===== src/hdl/cal_pkg.sv =====
`timescale 1ns / 1ps

package cal_pkg;

	// Field widths
	localparam int unsigned SPT_W   = 6;
	localparam int unsigned HEADS_W = 8;
	localparam int unsigned CYL_W   = 10;
	localparam int unsigned PCYL_W  = SPT_W + HEADS_W;
	localparam int unsigned CHS_W   = 24;
	localparam int unsigned LBA_W   = 32;
	localparam int unsigned LBAO_W  = 24;
	localparam int unsigned CFG_IDX_W = 8;
	localparam int unsigned CFG_DAT_W = 8;

	// Geometry after reset
	localparam logic [SPT_W-1:0]   SPT_RESET   = 6'd63;
	localparam logic [HEADS_W-1:0] HEADS_RESET = 8'd255;

	// Cylinder that marks an unused entry, and the clamp value on output
	localparam logic [CYL_W-1:0] CYL_SENTINEL = 10'd1023;

	// Configuration register indexes
	localparam logic [CFG_IDX_W-1:0] CFG_SPT   = 8'd0;
	localparam logic [CFG_IDX_W-1:0] CFG_HEADS = 8'd1;

	// Command codes
	localparam logic CMD_CHS_TO_LBA = 1'b0;
	localparam logic CMD_LBA_TO_CHS = 1'b1;

	// Current disc geometry, shared with all stages
	typedef struct packed {
		logic [SPT_W-1:0]   spt;
		logic [HEADS_W-1:0] heads;
		logic [PCYL_W-1:0]  per_cyl;
		logic               zero;
	} cal_geom_t;

	// Payload that travels through the divider stages
	typedef struct packed {
		logic              cmd;
		logic              zero;
		logic              clamp;
		logic [LBAO_W-1:0] lba_res;
		logic [LBAO_W-1:0] rem;
		logic [CYL_W-1:0]  cyl;
		logic [7:0]        head;
	} cal_div_t;

endpackage


===== src/hdl/cal_front.sv =====
`timescale 1ns / 1ps

module cal_front (
	input  logic                    clk,
	input  logic                    arst_n,
	input  cal_pkg::cal_geom_t      geom,
	input  logic                    in_valid,
	output logic                    in_ready,
	input  logic                    in_cmd,
	input  logic [cal_pkg::CHS_W-1:0] in_chs,
	input  logic [cal_pkg::LBA_W-1:0] in_lba,
	output logic                    out_valid,
	input  logic                    out_ready,
	output cal_pkg::cal_div_t       out_data
);

	typedef struct packed {
		logic                       cmd;
		logic                       zero;
		logic                       clamp;
		logic                       blank;
		logic [cal_pkg::LBAO_W-1:0] lba;
		logic [7:0]                 head;
		logic [cal_pkg::SPT_W-1:0]  sec;
		logic [17:0]                m1;
	} cal_f1_t;

	typedef struct packed {
		logic                       cmd;
		logic                       zero;
		logic                       clamp;
		logic                       blank;
		logic [cal_pkg::LBAO_W-1:0] lba;
		logic [cal_pkg::SPT_W-1:0]  sec;
		logic [23:0]                m2;
	} cal_f2_t;

	cal_f1_t           data_s1;
	cal_f2_t           data_s2;
	cal_pkg::cal_div_t data_s3;
	logic              valid_s1, valid_s2, valid_s3;
	logic              en1, en2, en3;

	logic [cal_pkg::CYL_W-1:0] cyl_in;
	logic [17:0]               v_sum;
	logic [24:0]               lba_sum;

	// Each stage loads when empty or when the next one moves
	assign en3      = !valid_s3 || out_ready;
	assign en2      = !valid_s2 || en3;
	assign en1      = !valid_s1 || en2;
	assign in_ready = en1;

	assign cyl_in  = {in_chs[15:14], in_chs[23:16]};
	assign v_sum   = {10'd0, data_s1.head} + data_s1.m1;
	assign lba_sum = {1'b0, data_s2.m2} + {19'd0, data_s2.sec} - 25'd1;

	// Valid bits
	always_ff @(posedge clk or negedge arst_n) begin
		if (!arst_n) begin
			valid_s1 <= 1'b0;
			valid_s2 <= 1'b0;
			valid_s3 <= 1'b0;
		end else begin
			if (en1) valid_s1 <= in_valid;
			if (en2) valid_s2 <= valid_s1;
			if (en3) valid_s3 <= valid_s2;
		end
	end

	// Stage 1: unpack, heads * cylinder, cylinder range check, blank entry check
	always_ff @(posedge clk) begin
		if (en1) begin
			data_s1.cmd   <= in_cmd;
			data_s1.zero  <= geom.zero;
			data_s1.clamp <= (in_lba[cal_pkg::LBA_W-1:cal_pkg::CYL_W]
				>= {8'd0, geom.per_cyl});
			data_s1.blank <= (cyl_in == cal_pkg::CYL_SENTINEL) || (in_chs[13:8] == 6'd0);
			data_s1.lba   <= in_lba[cal_pkg::LBAO_W-1:0];
			data_s1.head  <= in_chs[7:0];
			data_s1.sec   <= in_chs[13:8];
			data_s1.m1    <= {10'd0, geom.heads} * {8'd0, cyl_in};
		end
	end

	// Stage 2: spt * (head + heads * cyl)
	always_ff @(posedge clk) begin
		if (en2) begin
			data_s2.cmd   <= data_s1.cmd;
			data_s2.zero  <= data_s1.zero;
			data_s2.clamp <= data_s1.clamp;
			data_s2.blank <= data_s1.blank;
			data_s2.lba   <= data_s1.lba;
			data_s2.sec   <= data_s1.sec;
			data_s2.m2    <= {18'd0, geom.spt} * {6'd0, v_sum};
		end
	end

	// Stage 3: add sector, drop one, seed the divider
	always_ff @(posedge clk) begin
		if (en3) begin
			data_s3.cmd     <= data_s2.cmd;
			data_s3.zero    <= data_s2.zero;
			data_s3.clamp   <= data_s2.clamp;
			data_s3.lba_res <= data_s2.blank ? '0 : lba_sum[cal_pkg::LBAO_W-1:0];
			data_s3.rem     <= data_s2.lba;
			data_s3.cyl     <= '0;
			data_s3.head    <= '0;
		end
	end

	assign out_valid = valid_s3;
	assign out_data  = data_s3;

endmodule


===== src/hdl/cal_div_step.sv =====
`timescale 1ns / 1ps

module cal_div_step #(
	parameter int unsigned SHIFT      = 0,
	parameter bit          HEAD_PHASE = 1'b0
) (
	input  logic               clk,
	input  logic               arst_n,
	input  cal_pkg::cal_geom_t geom,
	input  logic               in_valid,
	output logic               in_ready,
	input  cal_pkg::cal_div_t  in_data,
	output logic               out_valid,
	input  logic               out_ready,
	output cal_pkg::cal_div_t  out_data
);

	cal_pkg::cal_div_t          data_s1;
	logic                       valid_s1;
	logic                       en;
	logic [cal_pkg::LBAO_W-1:0] dvs;
	logic                       take;
	cal_pkg::cal_div_t          nxt;

	assign en       = !valid_s1 || out_ready;
	assign in_ready = en;

	// Shifted divisor: cylinder size first, then track size
	generate
		if (HEAD_PHASE) begin : g_head
			assign dvs = {18'd0, geom.spt} << SHIFT;
		end else begin : g_cyl
			assign dvs = {10'd0, geom.per_cyl} << SHIFT;
		end
	endgenerate

	assign take = in_data.rem >= dvs;

	// One restoring step: subtract and set the quotient bit
	generate
		if (HEAD_PHASE) begin : g_qh
			always_comb begin
				nxt = in_data;
				if (take) begin
					nxt.rem        = in_data.rem - dvs;
					nxt.head[SHIFT] = 1'b1;
				end
			end
		end else begin : g_qc
			always_comb begin
				nxt = in_data;
				if (take) begin
					nxt.rem       = in_data.rem - dvs;
					nxt.cyl[SHIFT] = 1'b1;
				end
			end
		end
	endgenerate

	always_ff @(posedge clk or negedge arst_n) begin
		if (!arst_n) begin
			valid_s1 <= 1'b0;
		end else if (en) begin
			valid_s1 <= in_valid;
		end
	end

	always_ff @(posedge clk) begin
		if (en) begin
			data_s1 <= nxt;
		end
	end

	assign out_valid = valid_s1;
	assign out_data  = data_s1;

endmodule


===== src/hdl/cal_back.sv =====
`timescale 1ns / 1ps

module cal_back (
	input  logic               clk,
	input  logic               arst_n,
	input  cal_pkg::cal_geom_t geom,
	input  logic               in_valid,
	output logic               in_ready,
	input  cal_pkg::cal_div_t  in_data,
	output logic               m_tvalid,
	input  logic               m_tready,
	output logic [47:0]        m_tdata
);

	logic                       valid_q;
	logic [47:0]                tdata_q;
	logic                       en;
	logic [cal_pkg::CYL_W-1:0]  cyl;
	logic [7:0]                 head;
	logic [cal_pkg::SPT_W-1:0]  sec;
	logic [cal_pkg::CHS_W-1:0]  chs;
	logic [cal_pkg::LBAO_W-1:0] lba;

	assign en       = !valid_q || m_tready;
	assign in_ready = en;

	// Clamp large cylinders, pack the CHS bytes, and zero the field the command does not use
	always_comb begin
		cyl  = in_data.cyl;
		head = in_data.head;
		sec  = in_data.rem[cal_pkg::SPT_W-1:0] + 6'd1;
		if (in_data.clamp) begin
			cyl  = cal_pkg::CYL_SENTINEL;
			head = geom.heads - 8'd1;
			sec  = geom.spt;
		end
		chs = {cyl[7:0], cyl[9:8], sec, head};
		lba = in_data.lba_res;
		if (in_data.cmd == cal_pkg::CMD_CHS_TO_LBA) begin
			chs = '0;
		end else begin
			lba = '0;
			if (in_data.zero) chs = '0;
		end
	end

	always_ff @(posedge clk or negedge arst_n) begin
		if (!arst_n) begin
			valid_q <= 1'b0;
		end else if (en) begin
			valid_q <= in_valid;
		end
	end

	always_ff @(posedge clk) begin
		if (en) begin
			tdata_q <= {chs, lba};
		end
	end

	assign m_tvalid = valid_q;
	assign m_tdata  = tdata_q;

endmodule


===== src/hdl/chs_lba_address_converter_top.sv =====
`timescale 1ns / 1ps

// Channel  Handshake            Payload
// s_*      s_tvalid / s_tready  tdata: chs_in, lba_in; tuser: command
// m_*      m_tvalid / m_tready  tdata: lba_out, chs_out
// cfg_*    cfg_valid/cfg_ready  cfg_index (0 sectors_per_track, 1 head_count), cfg_data
//
// Takes one transfer per cycle unless m_tready stalls; each result passes through:
// three front stages (unpack with first multiply, second multiply, sector add), eighteen
// divider stages with one 24-bit compare and subtract each (ten cylinder bits, eight head
// bits), and the output register. Reset clears all valid bits and loads geometry 63/255.
// A stall holds each full stage until the next one frees; empty stages fill up.

module chs_lba_address_converter_top (
	input  logic        clk,
	input  logic        arst_n,
	input  logic        s_tvalid,
	output logic        s_tready,
	input  logic [55:0] s_tdata,   // chs_in[23:0], lba_in[55:24]
	input  logic [0:0]  s_tuser,   // command[0]
	output logic        m_tvalid,
	input  logic        m_tready,
	output logic [47:0] m_tdata,   // lba_out[23:0], chs_out[47:24]
	input  logic        cfg_valid,
	output logic        cfg_ready,
	input  logic [cal_pkg::CFG_IDX_W-1:0] cfg_index,
	input  logic [cal_pkg::CFG_DAT_W-1:0] cfg_data
);

	localparam int unsigned N_STEP = 18;

	logic [cal_pkg::SPT_W-1:0]   spt_q;
	logic [cal_pkg::HEADS_W-1:0] heads_q;
	logic [cal_pkg::PCYL_W-1:0]  per_cyl_q;
	logic [cal_pkg::SPT_W-1:0]   spt_d;
	logic [cal_pkg::HEADS_W-1:0] heads_d;
	cal_pkg::cal_geom_t          geom;

	cal_pkg::cal_div_t step_data  [0:N_STEP];
	logic              step_valid [0:N_STEP];
	logic              step_ready [0:N_STEP];

	// Geometry registers
	assign cfg_ready = 1'b1;

	always_comb begin
		spt_d   = spt_q;
		heads_d = heads_q;
		if (cfg_valid && cfg_ready) begin
			unique case (cfg_index)
				cal_pkg::CFG_SPT:   spt_d   = cfg_data[cal_pkg::SPT_W-1:0];
				cal_pkg::CFG_HEADS: heads_d = cfg_data;
				default: ;
			endcase
		end
	end

	// Load the geometry and its sectors per cylinder in the same cycle
	always_ff @(posedge clk or negedge arst_n) begin
		if (!arst_n) begin
			spt_q     <= cal_pkg::SPT_RESET;
			heads_q   <= cal_pkg::HEADS_RESET;
			per_cyl_q <= {8'd0, cal_pkg::SPT_RESET} * {6'd0, cal_pkg::HEADS_RESET};
		end else begin
			spt_q     <= spt_d;
			heads_q   <= heads_d;
			per_cyl_q <= {8'd0, spt_d} * {6'd0, heads_d};
		end
	end

	assign geom.spt     = spt_q;
	assign geom.heads   = heads_q;
	assign geom.per_cyl = per_cyl_q;
	assign geom.zero    = (spt_q == '0) || (heads_q == '0);

	cal_front u_front (
		.clk       (clk),
		.arst_n    (arst_n),
		.geom      (geom),
		.in_valid  (s_tvalid),
		.in_ready  (s_tready),
		.in_cmd    (s_tuser[0]),
		.in_chs    (s_tdata[23:0]),
		.in_lba    (s_tdata[55:24]),
		.out_valid (step_valid[0]),
		.out_ready (step_ready[0]),
		.out_data  (step_data[0])
	);

	// Divider: cylinder bits high to low, then head bits high to low
	for (genvar k = 0; k < N_STEP; k++) begin : g_step
		localparam bit          HEAD_PH = (k >= cal_pkg::CYL_W);
		localparam int unsigned SH      = HEAD_PH ? (N_STEP - 1 - k)
			: (cal_pkg::CYL_W - 1 - k);

		cal_div_step #(
			.SHIFT      (SH),
			.HEAD_PHASE (HEAD_PH)
		) u_step (
			.clk       (clk),
			.arst_n    (arst_n),
			.geom      (geom),
			.in_valid  (step_valid[k]),
			.in_ready  (step_ready[k]),
			.in_data   (step_data[k]),
			.out_valid (step_valid[k+1]),
			.out_ready (step_ready[k+1]),
			.out_data  (step_data[k+1])
		);
	end

	cal_back u_back (
		.clk      (clk),
		.arst_n   (arst_n),
		.geom     (geom),
		.in_valid (step_valid[N_STEP]),
		.in_ready (step_ready[N_STEP]),
		.in_data  (step_data[N_STEP]),
		.m_tvalid (m_tvalid),
		.m_tready (m_tready),
		.m_tdata  (m_tdata)
	);

endmodule

===== config.mk =====
export PLATFORM = sky130hd
export DESIGN_NAME = chs_lba_address_converter_top
export DESIGN_NICKNAME = d
export VERILOG_FILES = /design/src/hdl/cal_pkg.sv /design/src/hdl/cal_front.sv /design/src/hdl/cal_div_step.sv /design/src/hdl/cal_back.sv /design/src/hdl/chs_lba_address_converter_top.sv
export SDC_FILE = /design/constraint.sdc
export NUM_CORES = 2
export LEC_CHECK = 0
export ABC_AREA = 0
export BUFFER_PORTS_ARGS = -buffer_cell sky130_fd_sc_hd__clkbuf_2
export CORE_AREA = 4 4 380 382
export CTS_BUF_LIST = sky130_fd_sc_hd__clkbuf_4
export CTS_CLUSTER_DIAMETER = 120
export DETAILED_ROUTE_END_ITERATION = 8
export DIE_AREA = 0 0 384 386
export PLACE_DENSITY = 0.66
export SLEW_MARGIN = 20
export SYNTH_ARGS = -nofsm -noshare
export SYNTH_HDL_FRONTEND = slang
export SYNTH_SLANG_ARGS = --single-unit

===== constraint.sdc =====
create_clock -name clk -period 10.2 [get_ports clk]
set_input_delay 1.53 -clock clk [delete_from_list [all_inputs] [get_ports clk]]
set_output_delay 1.53 -clock clk [all_outputs]
set_load 0.05 [all_outputs]

# == Word level (Yosys, flattened, before mapping) ==
# Cells that the tools add are included.
# W data, S select, Z words.
# classes
n_addsub,23
multipliers,3
order_cmp,19
eq_ne,2
n_mux,25
n_bitwise,1
n_reduce_logical,51
# ops
operator,count
$mux W24,16
$mux W25,1
$add A24 B6 Y24,1
$ge A24 B10 Y1,1
$ge A24 B11 Y1,1
$ge A24 B12 Y1,1
$ge A24 B13 Y1,1
$ge A24 B14 Y1,1
$ge A24 B15 Y1,1
$ge A24 B16 Y1,1
$ge A24 B17 Y1,1
$ge A24 B18 Y1,1
$ge A24 B19 Y1,1
$ge A24 B20 Y1,1
$ge A24 B21 Y1,1
$ge A24 B22 Y1,1
$ge A24 B23 Y1,1
$ge A24 B6 Y1,1
$ge A24 B7 Y1,1
$ge A24 B8 Y1,1
$ge A24 B9 Y1,1
$logic_or A1 B1 Y1,24
$mul A6 B18 Y24,1
$mux W6,4
34 further kinds,59
# totals
register_bits,1338
wordCells,303

# == Longest topological paths before layout ==
# depth
ltp_word,23
ltp_mapped,27

# == Modules after synthesis ==
# Synthesis repeated with hierarchy kept, for this count alone.
# hier_totals
hier_cells,5366
area_unflattened_um2,73210.2
# by_module_without_submodules
mod,n_inst,cells_each,area_per_inst_um2,seq_area_each_um2
cal_front,1,1228,13427.9,5149.9
cal_div_step (g_step[7].u_step),1,239,3348.2,2097.0
cal_div_step (g_step[5].u_step),1,250,3304.4,2097.0
cal_div_step (g_step[9].u_step),1,245,3301.9,2097.0
cal_div_step (g_step[8].u_step),1,232,3271.9,2097.0
cal_div_step (g_step[3].u_step),1,249,3241.9,2097.0
cal_div_step (g_step[6].u_step),1,240,3220.6,2097.0
cal_div_step (g_step[2].u_step),1,230,3189.3,2097.0
cal_div_step (g_step[0].u_step),1,216,3180.6,2097.0
cal_div_step (g_step[4].u_step),1,226,3176.8,2097.0
cal_div_step (g_step[1].u_step),1,207,3130.5,2097.0
cal_div_step (g_step[16].u_step),1,186,2949.1,2097.0
cal_div_step (g_step[12].u_step),1,167,2887.8,2097.0
cal_div_step (g_step[14].u_step),1,180,2874.0,2097.0
7 more rows,-,-,-,-

# == Worst setup path after synthesis ==
# Ideal clock, no wire load.
# synth_path
kind,in2out
startpoint,input m_tready
endpoint,output s_tready
t_arrival_ns,9.740
required_time_ns,8.670
slack_ns,-1.070
stages,10
n_path_buf,0
cell_sequence,nand2b_1 -> nor2_1 -> inv_1 -> or3_1 -> nor4_2 -> nand3_1 -> nor2_1 -> and2_1 -> and4_1 -> nand3_1
# synth_via
elab_chain_len,22
# synth_rtl
item,line_no,text
"start, declared",chs_lba_address_converter_top.sv:22,"input logic m_tready,"
$logic_or A1 B1 Y1,cal_back.sv:24,assign en = !valid_q || m_tready;
$logic_or A1 B1 Y1,cal_div_step.sv:25,assign en = !valid_s1 || out_ready;
via g_step[16].u_step.out_ready,cal_div_step.sv:14,"input logic out_ready,"
$logic_or A1 B1 Y1 (4 in series),cal_div_step.sv:25,
via g_step[12].u_step.out_ready,cal_div_step.sv:14,
$logic_or A1 B1 Y1 (8 in series),cal_div_step.sv:25,
via g_step[4].u_step.out_ready,cal_div_step.sv:14,
$logic_or A1 B1 Y1 (5 in series),cal_div_step.sv:25,
$logic_or A1 B1 Y1,cal_front.sv:49,assign en3 = !valid_s3 || out_ready;
$logic_or A1 B1 Y1,cal_front.sv:50,assign en2 = !valid_s2 || en3;
$logic_or A1 B1 Y1,cal_front.sv:51,assign en1 = !valid_s1 || en2;
"end, declared",chs_lba_address_converter_top.sv:18,"output logic s_tready,"
# The timed path passes the listed nets, and every way through them passes these cells.

# == Final worst setup path ==
# layout_path
startpoint,input m_tready
endpoint,output s_tready
# layout_via
elab_chain_len,22
# layout_rtl
item,line_no
$logic_or A1 B1 Y1,cal_back.sv:24
via g_step[17].u_step.out_ready,cal_div_step.sv:14
$logic_or A1 B1 Y1,cal_div_step.sv:25
via g_step[16].u_step.out_ready,cal_div_step.sv:14
$logic_or A1 B1 Y1 (4 in series),cal_div_step.sv:25
via g_step[12].u_step.out_ready,cal_div_step.sv:14
$logic_or A1 B1 Y1 (8 in series),cal_div_step.sv:25
via g_step[4].u_step.out_ready,cal_div_step.sv:14
$logic_or A1 B1 Y1 (5 in series),cal_div_step.sv:25
$logic_or A1 B1 Y1,cal_front.sv:49
$logic_or A1 B1 Y1,cal_front.sv:50
$logic_or A1 B1 Y1,cal_front.sv:51
# The timed path passes the listed nets, and every way through them passes these cells.

==> out/metrics.csv <==
stage;metric;value;unit
status;status;finished, final reports clean;
floorplanning;Starting Density;44.8;%
timing;Post-Route Setup TNS;0;ns
grt;vias in the first global route;37100;
grt;largest net degree at the start of global routing;70;
grt;first-pass GRT wire length;190;mm
floorplanning;Core ar.;0.141;sq mm
synthesis;Synth Cell Area;0.0633;sq mm
route;DRT iter0 DRCs;1952;
timing;slew margin rel.;35.8;%
floorplanning;Die Wd;384;microns
clock_network;cts repair resizes;0;
critical_path;critical path's most frequent cell;buf_4;
route;drt total wl;117;mm
grt;met1 usage;20.2;%
power_and_ir_drop;Pleak;27.6;nW
synthesis;number of synthesized flops with an enable pin;1288;
clock_network;Post-CTS Setup Bufs;0;
power_and_ir_drop;worst vdd ir;0.132;mV
grt;met3 Track Usage GR;3.41;%
critical_path;Crit-path slowest cell;nor4_2;
finish;commonest non-fill, non-tap cell in the layout;edfxtp_1;
synthesis;yosys warns;0;
route;drt first pass iters;5;
timing;final hold violations;0;
grt;Tot GR Track Use;16.0;%
timing;Max Freq;131;MHz
synthesis;ys flop type;edfxtp_1;
timing;Worst Skew;0.0677;ns
clock_network;CTS H-tree depth;5;
run;number of max-cap violations;0;
clock_network;CTS Hold Bufs;0;
place;DP HPWL;82.5;mm
critical_path;max incr delay on CP;0.72;ns
synthesis;Net Count, Synth;5184;
timing;Setup Viol. Count Final;0;
critical_path;Critical Path Source Type;input pin;
route;DR vias;36500;
clock_network;clock latency on the worst-skew pair;1.19;ns
clock_network;Root Buffer;clkbuf_4;
critical_path;CP delay by family, top;simple AND/OR/NAND/NOR gates;
critical_path;CP max FO;67;
finish;layout cell share with drive strength beyond 1;15.6;%
timing;period utilisation layout;74.6;%
clock_network;clock slew seen by the registers of the worst setup and hold paths;0.06;ns
timing;crit path time final;7.61;ns
finish;final net count;5638;
synthesis;synth unique cells;79;
route;DRC;0;
synthesis;largest area contributor in the netlist;edfxtp_1;
synthesis;Mapped Cells;4615;
clock_network;Inserted Clock Buffers;352;
finish;most frequent cells in the layout;1,288 x edfxtp_1, 487 x clkbuf_4, 351 x inv_1;
synthesis;top post-synthesis cells by area;edfxtp_1 61%, ha_1 6.6%, fa_1 5.0%;
critical_path;CP endpoint kind;primary output;
timing;unrepaired setup endpoints after global routing;no;
grt;GRT Residual Overflow;0;
floorplanning;DIE AREA;0.148;sq mm
timing;max-slew violations;0;
synthesis;register area share after synthesis;63.2;%
synthesis;Yosys reg bits;1338;
floorplanning;io pins;129;
floorplanning;FP Rows;138;
clock_network;Clock Path Buffers;4;
grt;Most Crowded Layer GR;met2;
grt;routing usage on met2;26.9;%
timing;hold slack;0.382;ns
timing;worst-margin pin slew;0.963;ns
grt;antenna violations before repair;4;
route;Antenna Nets Post-Route;0;
synthesis;Avg Synthesized Cell Area;13.7;sq um
min_path;Hold WC Path Type;reg -> reg;
clock_network;CTS sink count;1338;
place;placer congestion estimate;0.840;
route;Avg WL per Cell;16.3;microns
floorplanning;die height;386;microns
critical_path;CP required;8.67;ns
route;Vias/cell;5.08;
power_and_ir_drop;Power Density;258;mW/mm^2
place;buffers added on ports;127;
synthesis;Synth top area share;61.1;%
critical_path;Buf/Inv on CP;6;
critical_path;Crit Path Class;in -> out;
critical_path;crit-path cells;clkbuf_2 -> nand2b_2 -> nor2_1 -> inv_2 -> or3_2 -> buf_4 -> nor4_2 -> nand3_2 -> buf_4 -> nor2_1 -> and2_1 -> and4_1 -> nand3_4 -> buf_4 -> clkbuf_2;
critical_path;Arr. time, crit path;6.08;ns
finish;Area Growth Syn to Fin;11.5;%
clock_network;CTS tree;built;
synthesis;ys async rst share;3.74;%
[layout make-up]
class / count / area [sq um]
Tap cell: 1890 / 2360
Timing Repair Buffer: 176 / 1000
Clock inverter: 87 / 457
Fill cell: 12100 / 70500
Multi-Input combinational cell: 2843 / 21800
Antenna cell: 6 / 15.0
Sequential cell: 1338 / 40000
Clock buffer: 486 / 3650
Inverter: 358 / 1340
[cell families (layout without fill, tap and decap cells)]
logic type / after synthesis / in the layout / synth area share, %
XOR/XNOR: 348 / 348 / 4.82
AO/OA/AOI/OAI: 666 / 666 / 6.50
adder cells (fa/ha/maj): 491 / 491 / 11.6
other: 1 / 7 / 0.00593
AND/OR/NAND/NOR: 1263 / 1263 / 10.1
buffers and inverters: 434 / 1107 / 2.58
multiplexers: 74 / 74 / 1.27
flip-flops: 1338 / 1338 / 63.2
[routing by layer]
metal / wire length [microns] / share of wire, %
met1: 51000 / 44
met2: 57100 / 49
met3: 5190 / 4.4
met4: 3550 / 3.0
met5: 0 / 0
[report_power, final]
group	internal (mW)	switching (mW)	leakage [nW]
registers	8.46	0.874	13.6
clock network	2.28	2.01	2.47
logic	2.00	2.61	11.5
total	12.7	5.49	27.6
[Yosys cell counts, types with 48 or more instances]
library cell / n
edfxtp_1: 1288
inv_1: 358
nor2_1: 342
ha_1: 333
nand2_1: 273
a21oi_1: 225
xnor2_1: 180
xor2_1: 168
fa_1: 158
o21ai_0: 157
nor3_1: 111
and2_1: 92
a21o_1: 83
nor2b_1: 82
nand2b_1: 73
clkbuf_1: 70
nor4_1: 53
mux2_2: 48
nand3_1: 48
[worst paths after layout]
kind | start | endpoint | slack [ns] | cells past startpoint
min in group asynchronous | arst_n | u_front.valid_s1$_DFFE_PN0P_ | 0.52 | 2
setup reg to reg | u_front.data_s1[24]$_DFFE_PP_ | u_front.data_s2[23]$_DFFE_PP_ | 3.27 | 24
hold / removal | g_step[9].u_step.out_data[48]$_DFFE_PP_ | g_step[10].u_step.out_data[48]$_DFFE_PP_ | 0.38 | 0
setup / recovery | m_tready | s_tready | 2.59 | 15
hold reg to reg | g_step[9].u_step.out_data[48]$_DFFE_PP_ | g_step[10].u_step.out_data[48]$_DFFE_PP_ | 0.38 | 0
max in group asynchronous | arst_n | u_back.m_tvalid$_DFFE_PN0P_ | 9.18 | 2
[through the flow]
stage,total power [mW],area (sq um),instances,utilization [%],worst slack (ns)
finish,18.2,70500,7184,50.0,2.59
global route,19.5,70500,7184,50.0,2.21
floorplan,12.8,63300,4615,-,0.255
CTS,18.5,70500,7177,50.0,2.52
detailed placement,14.1,66400,6604,47.1,2.55
global placement,13.9,66400,6604,47.1,2.60
[registers in the layout, indices dropped and copies added (netlist names)]
name,count
g_step.u_step.out_data,1071
g_step.u_step.out_valid,18
heads_q,8
per_cyl_q,14
spt_q,6
u_back.m_tdata,48
u_back.m_tvalid,1
u_front.data_s1,60
u_front.data_s2,58
u_front.out_data,51
u_front.out_valid,1
u_front.valid_s1,1
u_front.valid_s2,1
No activity file was read; power rests on OpenSTA's default activity.
